===== src/design/rbp_pkg.sv =====
// Shared constants and types for the replicate border padder.
package rbp_pkg;

    // Image geometry limits
    localparam int DIM_W = 13;
    localparam int CNT_W = 12;
    localparam int PAD_W = 3;
    localparam int ADDR_W = 25;
    localparam int VAL_W = 32;
    localparam int SPAN_W = 4;
    localparam int BEAT_CNT_W = 6;

    localparam logic [DIM_W-1:0] MAX_DIM = 13'd4096;
    localparam logic [PAD_W-1:0] MAX_PAD = 3'd7;
    localparam logic [BEAT_CNT_W-1:0] LAST_BEAT_IDX = 6'd63;

    // Configuration register indexes
    localparam logic [1:0] REG_IMAGE_WIDTH = 2'd0;
    localparam logic [1:0] REG_IMAGE_HEIGHT = 2'd1;
    localparam logic [1:0] REG_SIDE_PAD = 2'd2;
    localparam logic [1:0] REG_TOP_BOTTOM_PAD = 2'd3;

    // Reset values of the configuration registers
    localparam logic [DIM_W-1:0] RST_WIDTH = 13'd640;
    localparam logic [DIM_W-1:0] RST_HEIGHT = 13'd480;
    localparam logic [PAD_W-1:0] RST_SIDE_PAD = 3'd1;
    localparam logic [PAD_W-1:0] RST_TB_PAD = 3'd1;

    // Queue between front and back
    localparam int Q_DEPTH = 4;
    localparam int Q_PTR_W = 2;
    localparam int Q_CNT_W = 3;

    // One classified pixel: the rectangle of padded cells it fills
    typedef struct packed {
        logic [VAL_W-1:0]  value;
        logic [ADDR_W-1:0] row_base;   // first padded row times padded width
        logic [DIM_W-1:0]  col0;       // first padded column
        logic [SPAN_W-1:0] nrows_m1;   // rows in span minus one
        logic [SPAN_W-1:0] ncols_m1;   // columns in span minus one
    } desc_t;

    // Queue status seen by both neighbors
    typedef struct packed {
        logic full;
        logic empty;
    } q_stat_t;

endpackage


===== src/design/replicate_border_pad_top.sv =====
// Replicate border padder: pixels in, padded-image write beats out.
// An accepted pixel passes the stage register, the queue, the span walker and the
// output register. A pixel emits n write beats (n is capped at 64), one beat per
// cycle while the output register is free, then the walker loads the next pixel.
// Reset: config registers return to 640 x 480 with one pixel of padding,
// raster counters clear to row 0 column 0, queue and output stage empty.
module replicate_border_pad_top (
    input  logic                        clk,
    input  logic                        rst_n,
    input  logic                        cfg_write,
    input  logic [1:0]                  cfg_index,
    input  logic [rbp_pkg::DIM_W-1:0]   cfg_data,
    input  logic                        push,
    output logic                        full,
    input  logic [rbp_pkg::VAL_W-1:0]   pixel_value,
    output logic                        empty,
    input  logic                        pop,
    output logic [rbp_pkg::ADDR_W-1:0]  write_address,
    output logic [rbp_pkg::VAL_W-1:0]   write_value,
    output logic                        last_write
);
    import rbp_pkg::*;

    desc_t            q_din, q_dout;
    q_stat_t          q_stat;
    logic             q_push, q_pop;
    logic [DIM_W-1:0] pad_width;

    // Classify pixels
    rbp_front u_front (
        .clk         (clk),
        .rst_n       (rst_n),
        .cfg_write   (cfg_write),
        .cfg_index   (cfg_index),
        .cfg_data    (cfg_data),
        .push        (push),
        .full        (full),
        .pixel_value (pixel_value),
        .q_stat      (q_stat),
        .q_push      (q_push),
        .q_din       (q_din),
        .pad_width   (pad_width)
    );

    // Decouple front and back
    rbp_queue u_queue (
        .clk   (clk),
        .rst_n (rst_n),
        .wr_en (q_push),
        .din   (q_din),
        .rd_en (q_pop),
        .dout  (q_dout),
        .stat  (q_stat)
    );

    // Emit write beats
    rbp_back u_back (
        .clk           (clk),
        .rst_n         (rst_n),
        .q_stat        (q_stat),
        .q_dout        (q_dout),
        .q_pop         (q_pop),
        .pad_width     (pad_width),
        .empty         (empty),
        .pop           (pop),
        .write_address (write_address),
        .write_value   (write_value),
        .last_write    (last_write)
    );

endmodule


===== src/design/rbp_front.sv =====
// Front end: config registers, raster counters and span classification.
module rbp_front (
    input  logic                        clk,
    input  logic                        rst_n,
    input  logic                        cfg_write,
    input  logic [1:0]                  cfg_index,
    input  logic [rbp_pkg::DIM_W-1:0]   cfg_data,
    input  logic                        push,
    output logic                        full,
    input  logic [rbp_pkg::VAL_W-1:0]   pixel_value,
    input  rbp_pkg::q_stat_t            q_stat,
    output logic                        q_push,
    output rbp_pkg::desc_t              q_din,
    output logic [rbp_pkg::DIM_W-1:0]   pad_width
);
    import rbp_pkg::*;

    logic [DIM_W-1:0] width_reg, height_reg;
    logic [PAD_W-1:0] side_reg, tb_reg;
    logic [CNT_W-1:0] row_reg, col_reg, row_next, col_next;

    logic [DIM_W-1:0] w_eff, h_eff, r_cur, c_cur;
    logic [PAD_W-1:0] sp_eff, tp_eff;
    logic [DIM_W-1:0] r0, r1, c0, c1, r_inc, c_inc, nrows, ncols;
    logic             accept, stg_ready;

    logic                  stg_valid_reg;
    logic [VAL_W-1:0]      stg_value_reg;
    logic [DIM_W-1:0]      stg_r0_reg, stg_c0_reg;
    logic [SPAN_W-1:0]     stg_nrows_reg, stg_ncols_reg;
    logic [2*DIM_W-1:0]    row_prod;

    // Clamp the geometry
    always_comb
    begin
        if (width_reg == '0)
            w_eff = 13'd1;
        else if (width_reg > MAX_DIM)
            w_eff = MAX_DIM;
        else
            w_eff = width_reg;
        if (height_reg == '0)
            h_eff = 13'd1;
        else if (height_reg > MAX_DIM)
            h_eff = MAX_DIM;
        else
            h_eff = height_reg;
        sp_eff = (side_reg > MAX_PAD) ? MAX_PAD : side_reg;
        tp_eff = (tb_reg > MAX_PAD) ? MAX_PAD : tb_reg;
    end

    assign pad_width = w_eff + {9'd0, sp_eff, 1'b0};

    // Span of padded rows and columns for the current pixel
    always_comb
    begin
        r_cur = ({1'b0, row_reg} >= h_eff) ? '0 : {1'b0, row_reg};
        c_cur = ({1'b0, col_reg} >= w_eff) ? '0 : {1'b0, col_reg};
        r0 = (r_cur == '0) ? '0 : r_cur + {10'd0, tp_eff};
        r1 = (r_cur == h_eff - 13'd1) ? h_eff + {9'd0, tp_eff, 1'b0} - 13'd1
                                      : r_cur + {10'd0, tp_eff};
        c0 = (c_cur == '0) ? '0 : c_cur + {10'd0, sp_eff};
        c1 = (c_cur == w_eff - 13'd1) ? w_eff + {9'd0, sp_eff, 1'b0} - 13'd1
                                      : c_cur + {10'd0, sp_eff};
        nrows = r1 - r0;
        ncols = c1 - c0;
        r_inc = r_cur + 13'd1;
        c_inc = c_cur + 13'd1;
        if (c_inc >= w_eff)
        begin
            col_next = '0;
            row_next = (r_inc >= h_eff) ? '0 : r_inc[CNT_W-1:0];
        end
        else
        begin
            col_next = c_inc[CNT_W-1:0];
            row_next = r_cur[CNT_W-1:0];
        end
    end

    // Input handshake: stage register drains into the queue
    assign stg_ready = !stg_valid_reg || !q_stat.full;
    assign full = !stg_ready;
    assign accept = push && stg_ready;

    // Config registers and raster counters
    always_ff @(posedge clk or negedge rst_n)
    begin
        if (!rst_n)
        begin
            width_reg <= RST_WIDTH;
            height_reg <= RST_HEIGHT;
            side_reg <= RST_SIDE_PAD;
            tb_reg <= RST_TB_PAD;
            row_reg <= '0;
            col_reg <= '0;
        end
        else if (cfg_write)
        begin
            unique case (cfg_index)
                REG_IMAGE_WIDTH:    width_reg <= cfg_data;
                REG_IMAGE_HEIGHT:   height_reg <= cfg_data;
                REG_SIDE_PAD:       side_reg <= cfg_data[PAD_W-1:0];
                REG_TOP_BOTTOM_PAD: tb_reg <= cfg_data[PAD_W-1:0];
            endcase
            row_reg <= '0;
            col_reg <= '0;
        end
        else if (accept)
        begin
            row_reg <= row_next;
            col_reg <= col_next;
        end
    end

    // Stage valid
    always_ff @(posedge clk or negedge rst_n)
    begin
        if (!rst_n)
            stg_valid_reg <= 1'b0;
        else if (stg_ready)
            stg_valid_reg <= push;
    end

    // Stage payload
    always_ff @(posedge clk)
    begin
        if (accept)
        begin
            stg_value_reg <= pixel_value;
            stg_r0_reg <= r0;
            stg_c0_reg <= c0;
            stg_nrows_reg <= nrows[SPAN_W-1:0];
            stg_ncols_reg <= ncols[SPAN_W-1:0];
        end
    end

    // Row base address into the queue
    assign row_prod = stg_r0_reg * pad_width;
    assign q_push = stg_valid_reg && !q_stat.full;

    always_comb
    begin
        q_din.value = stg_value_reg;
        q_din.row_base = row_prod[ADDR_W-1:0];
        q_din.col0 = stg_c0_reg;
        q_din.nrows_m1 = stg_nrows_reg;
        q_din.ncols_m1 = stg_ncols_reg;
    end

`ifndef NO_ASSERTIONS
    a_col_in_range: assert property (@(posedge clk) disable iff (!rst_n)
        {1'b0, col_reg} < w_eff)
        else $error("column counter outside image width");
    a_row_in_range: assert property (@(posedge clk) disable iff (!rst_n)
        {1'b0, row_reg} < h_eff)
        else $error("row counter outside image height");
`endif

endmodule


===== src/design/rbp_queue.sv =====
// Short descriptor queue between front and back.
module rbp_queue (
    input  logic             clk,
    input  logic             rst_n,
    input  logic             wr_en,
    input  rbp_pkg::desc_t   din,
    input  logic             rd_en,
    output rbp_pkg::desc_t   dout,
    output rbp_pkg::q_stat_t stat
);
    import rbp_pkg::*;

    desc_t              mem_reg [Q_DEPTH];
    logic [Q_PTR_W-1:0] wr_ptr_reg, rd_ptr_reg;
    logic [Q_CNT_W-1:0] count_reg;

    assign stat.full = (count_reg == Q_CNT_W'(Q_DEPTH));
    assign stat.empty = (count_reg == '0);
    assign dout = mem_reg[rd_ptr_reg];

    // Storage
    always_ff @(posedge clk)
    begin
        if (wr_en)
            mem_reg[wr_ptr_reg] <= din;
    end

    // Pointers and fill count
    always_ff @(posedge clk or negedge rst_n)
    begin
        if (!rst_n)
        begin
            wr_ptr_reg <= '0;
            rd_ptr_reg <= '0;
            count_reg <= '0;
        end
        else
        begin
            if (wr_en)
                wr_ptr_reg <= wr_ptr_reg + 1'b1;
            if (rd_en)
                rd_ptr_reg <= rd_ptr_reg + 1'b1;
            case ({wr_en, rd_en})
                2'b10:   count_reg <= count_reg + 1'b1;
                2'b01:   count_reg <= count_reg - 1'b1;
                default: count_reg <= count_reg;
            endcase
        end
    end

`ifndef NO_ASSERTIONS
    a_no_overflow: assert property (@(posedge clk) disable iff (!rst_n)
        wr_en |-> !stat.full)
        else $error("write into full queue");
    a_no_underflow: assert property (@(posedge clk) disable iff (!rst_n)
        rd_en |-> !stat.empty)
        else $error("read from empty queue");
`endif

endmodule


===== src/design/rbp_back.sv =====
// Back end: walks each pixel's span and emits write beats.
module rbp_back (
    input  logic                        clk,
    input  logic                        rst_n,
    input  rbp_pkg::q_stat_t            q_stat,
    input  rbp_pkg::desc_t              q_dout,
    output logic                        q_pop,
    input  logic [rbp_pkg::DIM_W-1:0]   pad_width,
    output logic                        empty,
    input  logic                        pop,
    output logic [rbp_pkg::ADDR_W-1:0]  write_address,
    output logic [rbp_pkg::VAL_W-1:0]   write_value,
    output logic                        last_write
);
    import rbp_pkg::*;

    logic                  active_reg;
    logic [ADDR_W-1:0]     addr_reg, addr_next;
    logic [VAL_W-1:0]      value_reg;
    logic [DIM_W-1:0]      row_skip_reg;
    logic [SPAN_W-1:0]     ncols_reg, col_left_reg, row_left_reg;
    logic [BEAT_CNT_W-1:0] beat_reg;

    logic                  out_valid_reg, out_last_reg;
    logic [ADDR_W-1:0]     out_addr_reg;
    logic [VAL_W-1:0]      out_value_reg;

    logic out_free, emit, last_beat;

    assign out_free = !out_valid_reg || pop;
    assign emit = active_reg && out_free;
    assign q_pop = !active_reg && !q_stat.empty;
    assign last_beat = (col_left_reg == '0 && row_left_reg == '0) ||
                       (beat_reg == LAST_BEAT_IDX);

    // Next address: step a column, or jump to the span start of the next row
    assign addr_next = (col_left_reg == '0)
                       ? addr_reg + {12'd0, row_skip_reg}
                       : addr_reg + 25'd1;

    // Span walker control
    always_ff @(posedge clk or negedge rst_n)
    begin
        if (!rst_n)
            active_reg <= 1'b0;
        else if (q_pop)
            active_reg <= 1'b1;
        else if (emit && last_beat)
            active_reg <= 1'b0;
    end

    // Span walker datapath
    always_ff @(posedge clk)
    begin
        if (q_pop)
        begin
            addr_reg <= q_dout.row_base + {12'd0, q_dout.col0};
            value_reg <= q_dout.value;
            row_skip_reg <= pad_width - {9'd0, q_dout.ncols_m1};
            ncols_reg <= q_dout.ncols_m1;
            col_left_reg <= q_dout.ncols_m1;
            row_left_reg <= q_dout.nrows_m1;
            beat_reg <= '0;
        end
        else if (emit)
        begin
            addr_reg <= addr_next;
            beat_reg <= beat_reg + 1'b1;
            if (col_left_reg == '0)
            begin
                col_left_reg <= ncols_reg;
                row_left_reg <= row_left_reg - 1'b1;
            end
            else
            begin
                col_left_reg <= col_left_reg - 1'b1;
            end
        end
    end

    // Output register valid
    always_ff @(posedge clk or negedge rst_n)
    begin
        if (!rst_n)
            out_valid_reg <= 1'b0;
        else if (out_free)
            out_valid_reg <= emit;
    end

    // Output register payload
    always_ff @(posedge clk)
    begin
        if (emit)
        begin
            out_addr_reg <= addr_reg;
            out_value_reg <= value_reg;
            out_last_reg <= last_beat;
        end
    end

    assign empty = !out_valid_reg;
    assign write_address = out_addr_reg;
    assign write_value = out_value_reg;
    assign last_write = out_last_reg;

`ifndef NO_ASSERTIONS
    a_load_from_queue: assert property (@(posedge clk) disable iff (!rst_n)
        $rose(active_reg) |-> $past(!q_stat.empty))
        else $error("walker started without a queued pixel");
    a_beat_cap: assert property (@(posedge clk) disable iff (!rst_n)
        (emit && beat_reg == LAST_BEAT_IDX) |=> (out_last_reg && !active_reg))
        else $error("beat cap not honored");
`endif

endmodule

===== config.mk =====
export PLATFORM = sky130hd
export DESIGN_NAME = replicate_border_pad_top
export DESIGN_NICKNAME = d
export VERILOG_FILES = /design/src/design/rbp_pkg.sv /design/src/design/replicate_border_pad_top.sv /design/src/design/rbp_front.sv /design/src/design/rbp_queue.sv /design/src/design/rbp_back.sv
export SDC_FILE = /design/constraint.sdc
export NUM_CORES = 1
export LEC_CHECK = 0
export ABC_AREA = 1
export BUFFER_PORTS_ARGS = -buffer_cell sky130_fd_sc_hd__clkbuf_2
export CORE_MARGIN = 3
export CORE_UTILIZATION = 60
export DETAILED_ROUTE_END_ITERATION = 12
export PLACE_DENSITY_LB_ADDON = 0.08
export SLEW_MARGIN = 20
export SYNTH_ARGS = -nofsm -noshare
export SYNTH_HDL_FRONTEND = slang
export SYNTH_SLANG_ARGS = --single-unit

===== constraint.sdc =====
create_clock -name clk -period 10.7 [get_ports clk]
set_clock_uncertainty 0.15 [all_clocks]
set_input_delay 1.605 -clock clk [delete_from_list [all_inputs] [get_ports clk]]
set_output_delay 1.605 -clock clk [all_outputs]
set_load 0.005 [all_outputs]

**Yosys cells after proc, flatten, opt, wreduce, memory -nomap -nowiden**

Memories as Yosys holds them, arrays and structs flattened.
Cells that the tools add are included.

- Add/subtract/negate cells: 23
- Multiply operators: 1
- $lt $le $gt $ge: 8
- Equal/unequal tests: 9
- Multiplexer cells: 33
- Reductions and logical operators: 33

Operators by type and width:

| kind | count |
|---|---|
| $mux 12 | 9 |
| $mux 13 | 6 |
| $mux 25 | 3 |
| $logic_not 13->1 | 4 |
| $add 25x13->25 | 2 |
| $mux 4 | 8 |
| $add 12x3->13 | 2 |
| $add 13x1->13 const B | 2 |
| $eq 13x13->1 | 2 |
| $ge 12x13->1 | 2 |
| $ge 13x13->1 | 2 |
| $gt 13x13->1 const B | 2 |
| $sub 13x1->13 const B | 2 |
| $add 25x1->25 const B | 1 |
| $mul 13x13->25 | 1 |
| $sub 4x1->4 const B | 4 |
| $add 13x4->13 | 1 |
| $sub 13x4->13 | 1 |
| $reduce_and 2->1 | 5 |
| $reduce_bool 2->1 | 5 |
| $logic_not 4->1 | 2 |
| $sub 4x4->4 | 2 |
| $add 6x1->6 const B | 1 |
| $eq 2x2->1 const B | 3 |
| other kinds (16) | 35 |

- Bits in registers: 278
- Bits in writable memories: 312
- Input bits: 52
- Output and inout port bits: 60
- Logic and storage cells: 135
- Memories kept: 1

Memories:

| memory | words | width | rd ports | clocked after Yosys merged registers in | write ports | RTL line | text |
|---|---|---|---|---|---|---|---|
| u_queue.mem_reg | 4 | 78 | 1 | 0 | 1 | rbp_queue.sv:13 | `desc_t mem_reg [Q_DEPTH];` |

**Depth between registers and ports, before layout**

Gate-level depths: netlist (run 1).

- Word-level depth: 11
- Mapped depth: 44
- Depth with buffers taken out: 41

**By module**

Synthesis (run 1) repeated with hierarchy kept, for this count alone.

- Cells, all modules: 3671
- Area total of the unflattened synthesis: 35267.6 µm²

By module, submodules not included:

| module | times used | cells an instance | area each (µm²) | sequential area each (µm²) |
|---|---|---|---|---|
| rbp_front | 1 | 1839 | 14396.3 | 3418.3 |
| rbp_queue | 1 | 959 | 12858.6 | 9544.2 |
| rbp_back | 1 | 873 | 8012.7 | 4374.2 |

**Least setup slack after synthesis (run 1)**

No wires, ideal clock.

- Kind: register to register
- Start point: reg u_front.width_reg[5]
- End point: mem u_queue.mem_reg[0][44] in the netlist's numbering (data pin)
- Setup time: 277 ps
- Arrival time: 7400 ps
- Data required time: 10273 ps
- Path slack: 2873 ps
- Stages on the path, launching flop included: 42
- Path buffers: 3
- Period minus slack after synthesis: 7827 ps
- Path through: dfrtp_1 buf_6 nor2_2 nand2_1 nor2_2 nand2_2 nand2_4 buf_4 nand2_1 inv_1 ha_1 inv_1 fa_1 or2_2 nand2_1 nand3_1 nor2_1 nand2_1 [6 not listed] nor2_1 fa_1 fa_1 fa_1 fa_1 inv_1 fa_1 inv_1 ha_1 nand2_1 nor2_1 nand2_1 o211ai_1 a31oi_1 o21ai_0 a21boi_0 o21ai_0 xor2_1

RTL lines:

| item | RTL line | text |
|---|---|---|
| start, declared | rbp_front.sv:18 | `logic [DIM_W-1:0] width_reg, height_reg;` |
| start signal, assigned | rbp_front.sv:101 | `REG_IMAGE_WIDTH: width_reg <= cfg_data;` |
| end, declared | rbp_queue.sv:13 |  |

==> impl_metrics.toml, run 1 <==
[clock_network]
clockBufferDepth = 3
holdBufCountCts = 0
ctsHtreeMaxLevel = 2
clk_pin_slew_ps = 60
cts_buffers = 60
ctsResizeCount = 0
root_buffer = "clkbuf_16"
post_cts_buffers = 0
clkSinkCount = 590
clock_latency_ps = 650
cts_tree = "built"

[die]
initial_core_util_pct = 61.2
coreArea_um2 = 54200
row_count = 85
dieArea_um2 = 58200
die_x_um = 241
pin_count = 112
die_h_um = 241

[place]
hpwl_um = 60800
io_buffers = 111
gp_congestion = 0.932
dp_slack_ps = 2000

[timing]
tns_ps = 0
fmax_mhz = 114
timing.final.crit_share_pct = 82.2
grt_setup_unrepaired = "false"
finalWorstSetupSlack_ps = 1900
hold_violations = 0
finalSetupViolCount = 0
timing.hold.ws_ps = 264
slew_headroom_pct = 22.4
worst_pin_slew_ps = 1150
final_max_slew_viol_count = 0
layout_min_cycle_time_ps = 8800

[pwr]
pwr_density_cell_nw_per_um2 = 292
p_leak_nw = 15.8
peakVddDrop_uv = 216

[logic_synthesis]
ys_warn_count = 0
synth_flop_cell = "edfxtp_1"
synthArstFlopShare_pct = 11.2
synth_edf_count = 518
syn_nets = 3679
synth_cell_types = 59
syn_area_per_cell_um2 = 10.0
seq_area_frac_synth_pct = 52.2
synthCells = 3314
synth_area_um2 = 33200
ys_seq_elements = 590

[global_routing]
grt_pass1_vias = 23600
antenna_found_initial = 0
grt_pass1_wl_um = 132000
grt-ovfl-total = 0
track_usage_pct = 29.6
grt_max_degree = 94

[worst_hold_path]
worstHoldPathType = "reg -> reg"

[final_layout]
largest_reg_flops = 312
syn_to_final_growth_pct = 9.94
multi_input_area_um2 = 13700
fillerInstances = 4216
nNetsFinal = 3767
regArea_um2 = 17300
drive_above_1_share_pct = 8.40

[critical_path]
cpMostUsedCell = "nand2_1"
r2r_slack_ps = 1900
crit_type = "reg -> reg"
end_kind = "register"
worst_ep_arrival_time_ps = 9090
slowest_delay_ps = 540
start_kind = "register"
slowest_stage = "fa_1"
required_ps = 10990
worstPathMaxFanout = 15

[flow_run]
maxCapViolCount = 0

[route]
num_vias = 23900
antenna_left = 0
viasPerCell = 5.75
detailedRoute.firstPassIterationCount = 6
post_drt_wl_per_cell_um = 20.4
wirelength_um = 84800
drc = 0
drtIter0Drc = 1973

[outcome]
status = "complete, no violations"
-- cells in the mapped netlist, drive strengths merged, types with 2 or more instances --
cell    number  share of area (%)
o21bai       4              0.090
clkinv       4              0.045
a21oi      112                1.7
xor2        66                1.8
nor3        25               0.43
clkbuf      80               0.90
a21o         2              0.045
o41ai        7               0.18
xnor2       28               0.74
a21boi       5               0.11
a32oi        7               0.18
o211ai       8               0.18
or2          7               0.13
o21ai      270                4.1
o221ai       3              0.079
nand3      119                1.8
o22ai       85                1.6
o31ai        4              0.090
nor4         6               0.11
fa         130                7.8
nand2      598                6.9
and2         3              0.057
nor3b        2              0.045
inv        485                5.5
dfstp        8               0.63
nor2       395                4.6
o21a         3              0.068
dfrtp       58                4.4
nand3b       6               0.14
ha         183                6.9
a31oi        9               0.17
a211oi       3              0.068
buf         25               0.44
dfxtp        6               0.36
edfxtp     518                 47
nand4       33               0.62
-- layer usage --
layer | GRT usage, % | routed length, um
met3 | 3.78 | 5000
met4 | 8.71 | 2410
met1 | 40.9 | 36300
met2 | 49.7 | 41000
met5 | 0 | 0
-- cells by family (layout without fill, tap and decap cells) --
family / Yosys count / count (layout) / share of synthesized area (%)
AND/OR/NAND/NOR: 1196 / 1196 / 14.8
buffers and inverters: 594 / 733 / 6.87
flip-flops: 590 / 590 / 52.2
AO/OA/AOI/OAI: 526 / 526 / 8.80
adder cells (fa/ha/maj): 313 / 313 / 14.7
XOR/XNOR: 94 / 94 / 2.54
multiplexers: 1 / 1 / 0.0301
other: 0 / 1 / 0
-- where the power goes --
group	switching (mW)	total [mW]	internal (mW)
registers	0.305	3.89	3.59
logic	3.12	4.57	1.45
clock network	0.894	2.18	1.29
-- layout by cell type (no fill, tap or decap), types with 21 or more instances in the layout --
cell type / synthesis / routed
inv_1: 479 / 476
edfxtp_1: 518 / 518
o21ai_0: 265 / 265
clkbuf_16: 0 / 61
nand2_1: 589 / 589
a21oi_1: 109 / 109
nand3_1: 117 / 117
clkbuf_2: 0 / 110
fa_1: 130 / 130
buf_4: 5 / 21
ha_1: 183 / 183
nor2_1: 381 / 377
xnor2_1: 28 / 28
o22ai_1: 85 / 85
dfrtp_1: 58 / 56
xor2_1: 65 / 65
nand4_1: 33 / 33
nor3_1: 23 / 23
-- final timing paths --
kind	cells past startpoint	from	end
worst max-delay path	39	u_front.width_reg[5]	u_queue.mem_reg[3][42]
worst min-delay path	0	u_back.value_reg[1]	u_back.write_value[1]
worst max register to register	39	u_front.width_reg[5]	u_queue.mem_reg[3][42]
worst min register to register	0	u_back.value_reg[1]	u_back.write_value[1]
max in group asynchronous	2	rst_n	u_front.col_reg[9]
min in group asynchronous	1	rst_n	u_back.out_valid_reg
-- final cells by class --
class	instances	share of cell area [%]
inverter	489	5.04
clock buffer	75	4.41
timing repair buffer	131	1.94
antenna	1	0.00685
tap	696	2.38
sequential	590	47.5
clock inverter	38	1.33
multi-input combinational	2130	37.4
-- through the flow --
step	total power, mW	cell area, um2	std cells	utilization (%)
6_report	10.6	36500	4150	67.3
2_1_floorplan	7.04	33200	3314	-
3_5_place_dp	8.42	34400	4036	63.4
4_1_cts	10.6	36500	4149	67.3
5_1_grt	11.4	36500	4149	67.3
3_3_place_gp	8.23	34400	4036	63.4
-- worst max-delay path, delay by kind of cell, from the launching register on --
| family | cells | cell delay, ps |
|---|---|---|
| fa+ha+maj | 8 | 3570 |
| simple gates | 19 | 2280 |
| compound gates | 5 | 1100 |
| buf+inv | 6 | 730 |
| flops | 1 | 470 |
| xor+xnor | 1 | 280 |
(Power assumes the default switching activity.)
==> run 2: changes to the inputs <==
Settings changed: ABC_AREA 1 to 0.
Clock period 10.7 ns to 8.75 ns, I/O delays scaled along.
==> run 2 against run 1 <==
  * Area after synthesis down 2.5%
  * Routed wire length decreased by 18%
  * Critical path depth fell by 11
  * Cell area shrank 2.3%
  * Final cell count shrank 20%
  * Synthesized cell count shrank 26%
  * Critical path type unchanged
  * Critical endpoint is now u_queue.mem_reg[3][45]
==> impl_metrics.toml, run 2 <==
[timing]
finalWorstSetupSlack_ps = 685
final_max_slew_viol_count = 0
grt_setup_unrepaired = "false"
tns_ps = 0
layout_min_cycle_time_ps = 8070
hold_violations = 0
slew_headroom_pct = 31.0
fmax_mhz = 124
finalSetupViolCount = 0
worst_pin_slew_ps = 1030
timing.final.crit_share_pct = 92.2

[final_layout]
syn_to_final_growth_pct = 10.2
layout_common_cells = "518 x edfxtp_1, 247 x inv_1, 215 x nand2_1, 183 x ha_1, 130 x fa_1"
diodes = 0
drive_above_1_share_pct = 15.2
largest_reg_flops = 312
nNetsFinal = 2932
final_common_cell = "edfxtp_1"
utilization_pct = 67.4

[logic_synthesis]
synthAdderAreaFrac_pct = 15.1
synth.top_cells.by_area = "edfxtp_1 48%, fa_1 8.0%, ha_1 7.1%, mux4_2 5.4%, dfrtp_1 4.5%"
yosysMostFrequentCell = "edfxtp_1"
synth_flop_cell = "edfxtp_1"
synth_compound_area_share_pct = 6.01
synth_area_um2 = 32400
synthCells = 2466
syn_nets = 2831
seq_area_frac_synth_pct = 53.5
synthSimpleGateAreaFrac_pct = 9.83
synth_edf_count = 518
synth_top_family_by_area = "adder cells"
yosys-top-cells-count = "518 x edfxtp_1, 249 x inv_1, 215 x nand2_1, 183 x ha_1, 130 x fa_1"
muxShareOfSynthArea_pct = 7.17
ys_warn_count = 0
synth_top_cell_area_share_pct = 48.0
ys_seq_elements = 590
syn_area_per_cell_um2 = 13.1
synth_cell_types = 89
synth_area_leader_cell = "edfxtp_1"
synth_xor_area_share_pct = 4.11
synthArstFlopShare_pct = 11.2

[global_routing]
grt_max_degree = 67
grt-ovfl-total = 0
grt_pass1_wl_um = 111000
use_met2_pct = 42.1
grt_busiest_layer = "met2"
track_usage_pct = 25.0
grt_pass1_vias = 20300
antenna_found_initial = 0
met1_usage_pct = 34.4
grtUsageMet3_pct = 3.59

[critical_path]
crit_type = "reg -> reg"
start_kind = "register"
worstPathMaxFanout = 15
worst_ep_arrival_time_ps = 8250
end_kind = "register"
required_ps = 8940
slowest_delay_ps = 560
slowest_stage = "fa_1"
r2r_slack_ps = 680

[route]
antenna_left = 0
detailedRoute.firstPassIterationCount = 5
wirelength_um = 69100
drc = 0
post_drt_wl_per_cell_um = 20.9
num_vias = 19500
viasPerCell = 5.90
drtIter0Drc = 1330

[die]
die_x_um = 238
initial_core_util_pct = 61.1
coreArea_um2 = 53000
dieArea_um2 = 56800
die_h_um = 238
pin_count = 112
row_count = 84

[clock_network]
root_buffer = "clkbuf_16"
clock_latency_ps = 610
holdBufCountCts = 0
ctsHtreeMaxLevel = 2
ctsResizeCount = 0
clk_pin_slew_ps = 60
cts_buffers = 59
post_cts_buffers = 0
clkSinkCount = 590
clockBufferDepth = 3
cts_tree = "built"

[place]
gp_congestion = 0.890
io_buffers = 111
dp_slack_ps = 730
hpwl_um = 47900

[pwr]
p_leak_nw = 14.3
pwr_density_cell_nw_per_um2 = 395
peakVddDrop_uv = 377

[flow_run]
maxCapViolCount = 0

[worst_hold_path]
worstHoldPathType = "reg -> reg"

[outcome]
status = "complete, no violations"
-- run 2: changes by cell type after synthesis, moves of 24 or more --
| cell | delta |
|---|---|
| a21o_1 | +24 |
| a21oi_1 | -37 |
| and2_1 | +91 |
| inv_1 | -230 |
| mux2_2 | +33 |
| mux4_2 | +78 |
| nand2_1 | -374 |
| nand3_1 | -80 |
| nor2_1 | -258 |
| o21ai_0 | -205 |
| o22ai_1 | -77 |
| xnor2_1 | +60 |
-- run 2: final timing paths --
check	cells after the start	endpoint	startpoint
min in group asynchronous	2	u_front.row_reg[9]	rst_n
max in group asynchronous	2	u_queue.rd_ptr_reg[0]	rst_n
setup reg to reg	28	u_queue.mem_reg[3][45]	u_front.width_reg[12]
hold / removal	0	u_back.write_value[27]	u_back.value_reg[27]
setup / recovery	28	u_queue.mem_reg[3][45]	u_front.width_reg[12]
hold reg to reg	0	u_back.write_value[27]	u_back.value_reg[27]
-- run 2: kinds of logic after synthesis --
kind of cell,Yosys count
buffers and inverters,351
DFF,590
and+or+nand+nor,644
muxes,130
AOI/OAI and AO/OA,286
adders and majority gates,313
xor gates and xnor gates,152
-- run 2: worst max-delay path: cells and delay by family, from the launching register on --
family / cells / cell delay [ps]
XOR/XNOR: 2 / 570
AND/OR/NAND/NOR: 3 / 350
buffers and inverters: 7 / 740
adder cells (fa/ha/maj): 8 / 3550
AO/OA/AOI/OAI: 8 / 1900
flip-flops: 1 / 530
-- run 2: through the flow --
step	hold slack, ps	instances	instance area (um2)	power (mW)
after global placement	252	3194	33600	11.2
after global routing	275	3305	35700	15.1
after CTS	268	3305	35700	14.2
final	263	3305	35700	14.1
after detailed placement	255	3194	33600	11.5
after floorplan	250	2466	32400	9.69
-- run 2: power by group --
part	total [mW]	internal [mW]	switching, mW
Combinational	6.38	2.50	3.88
Clock	2.62	1.57	1.04
Sequential	5.09	4.68	0.408
Total	14.1	8.76	5.33
-- run 2: final cells by class --
class,instances,area [um2]
sequential,590,17300
fill,3781,17300
multi-input combinational,1525,13700
clock buffer,78,1630
inverter,250,940
tap,688,861
timing repair buffer,141,785
clock inverter,33,423
-- run 2: metal layers --
| layer | up-vias | share of wire (%) |
|---|---|---|
| met5 | - | 0 |
| met4 | 0 | 2.4 |
| met2 | 565 | 49 |
| li1 | 9004 | - |
| met3 | 127 | 5.3 |
| met1 | 9808 | 43 |
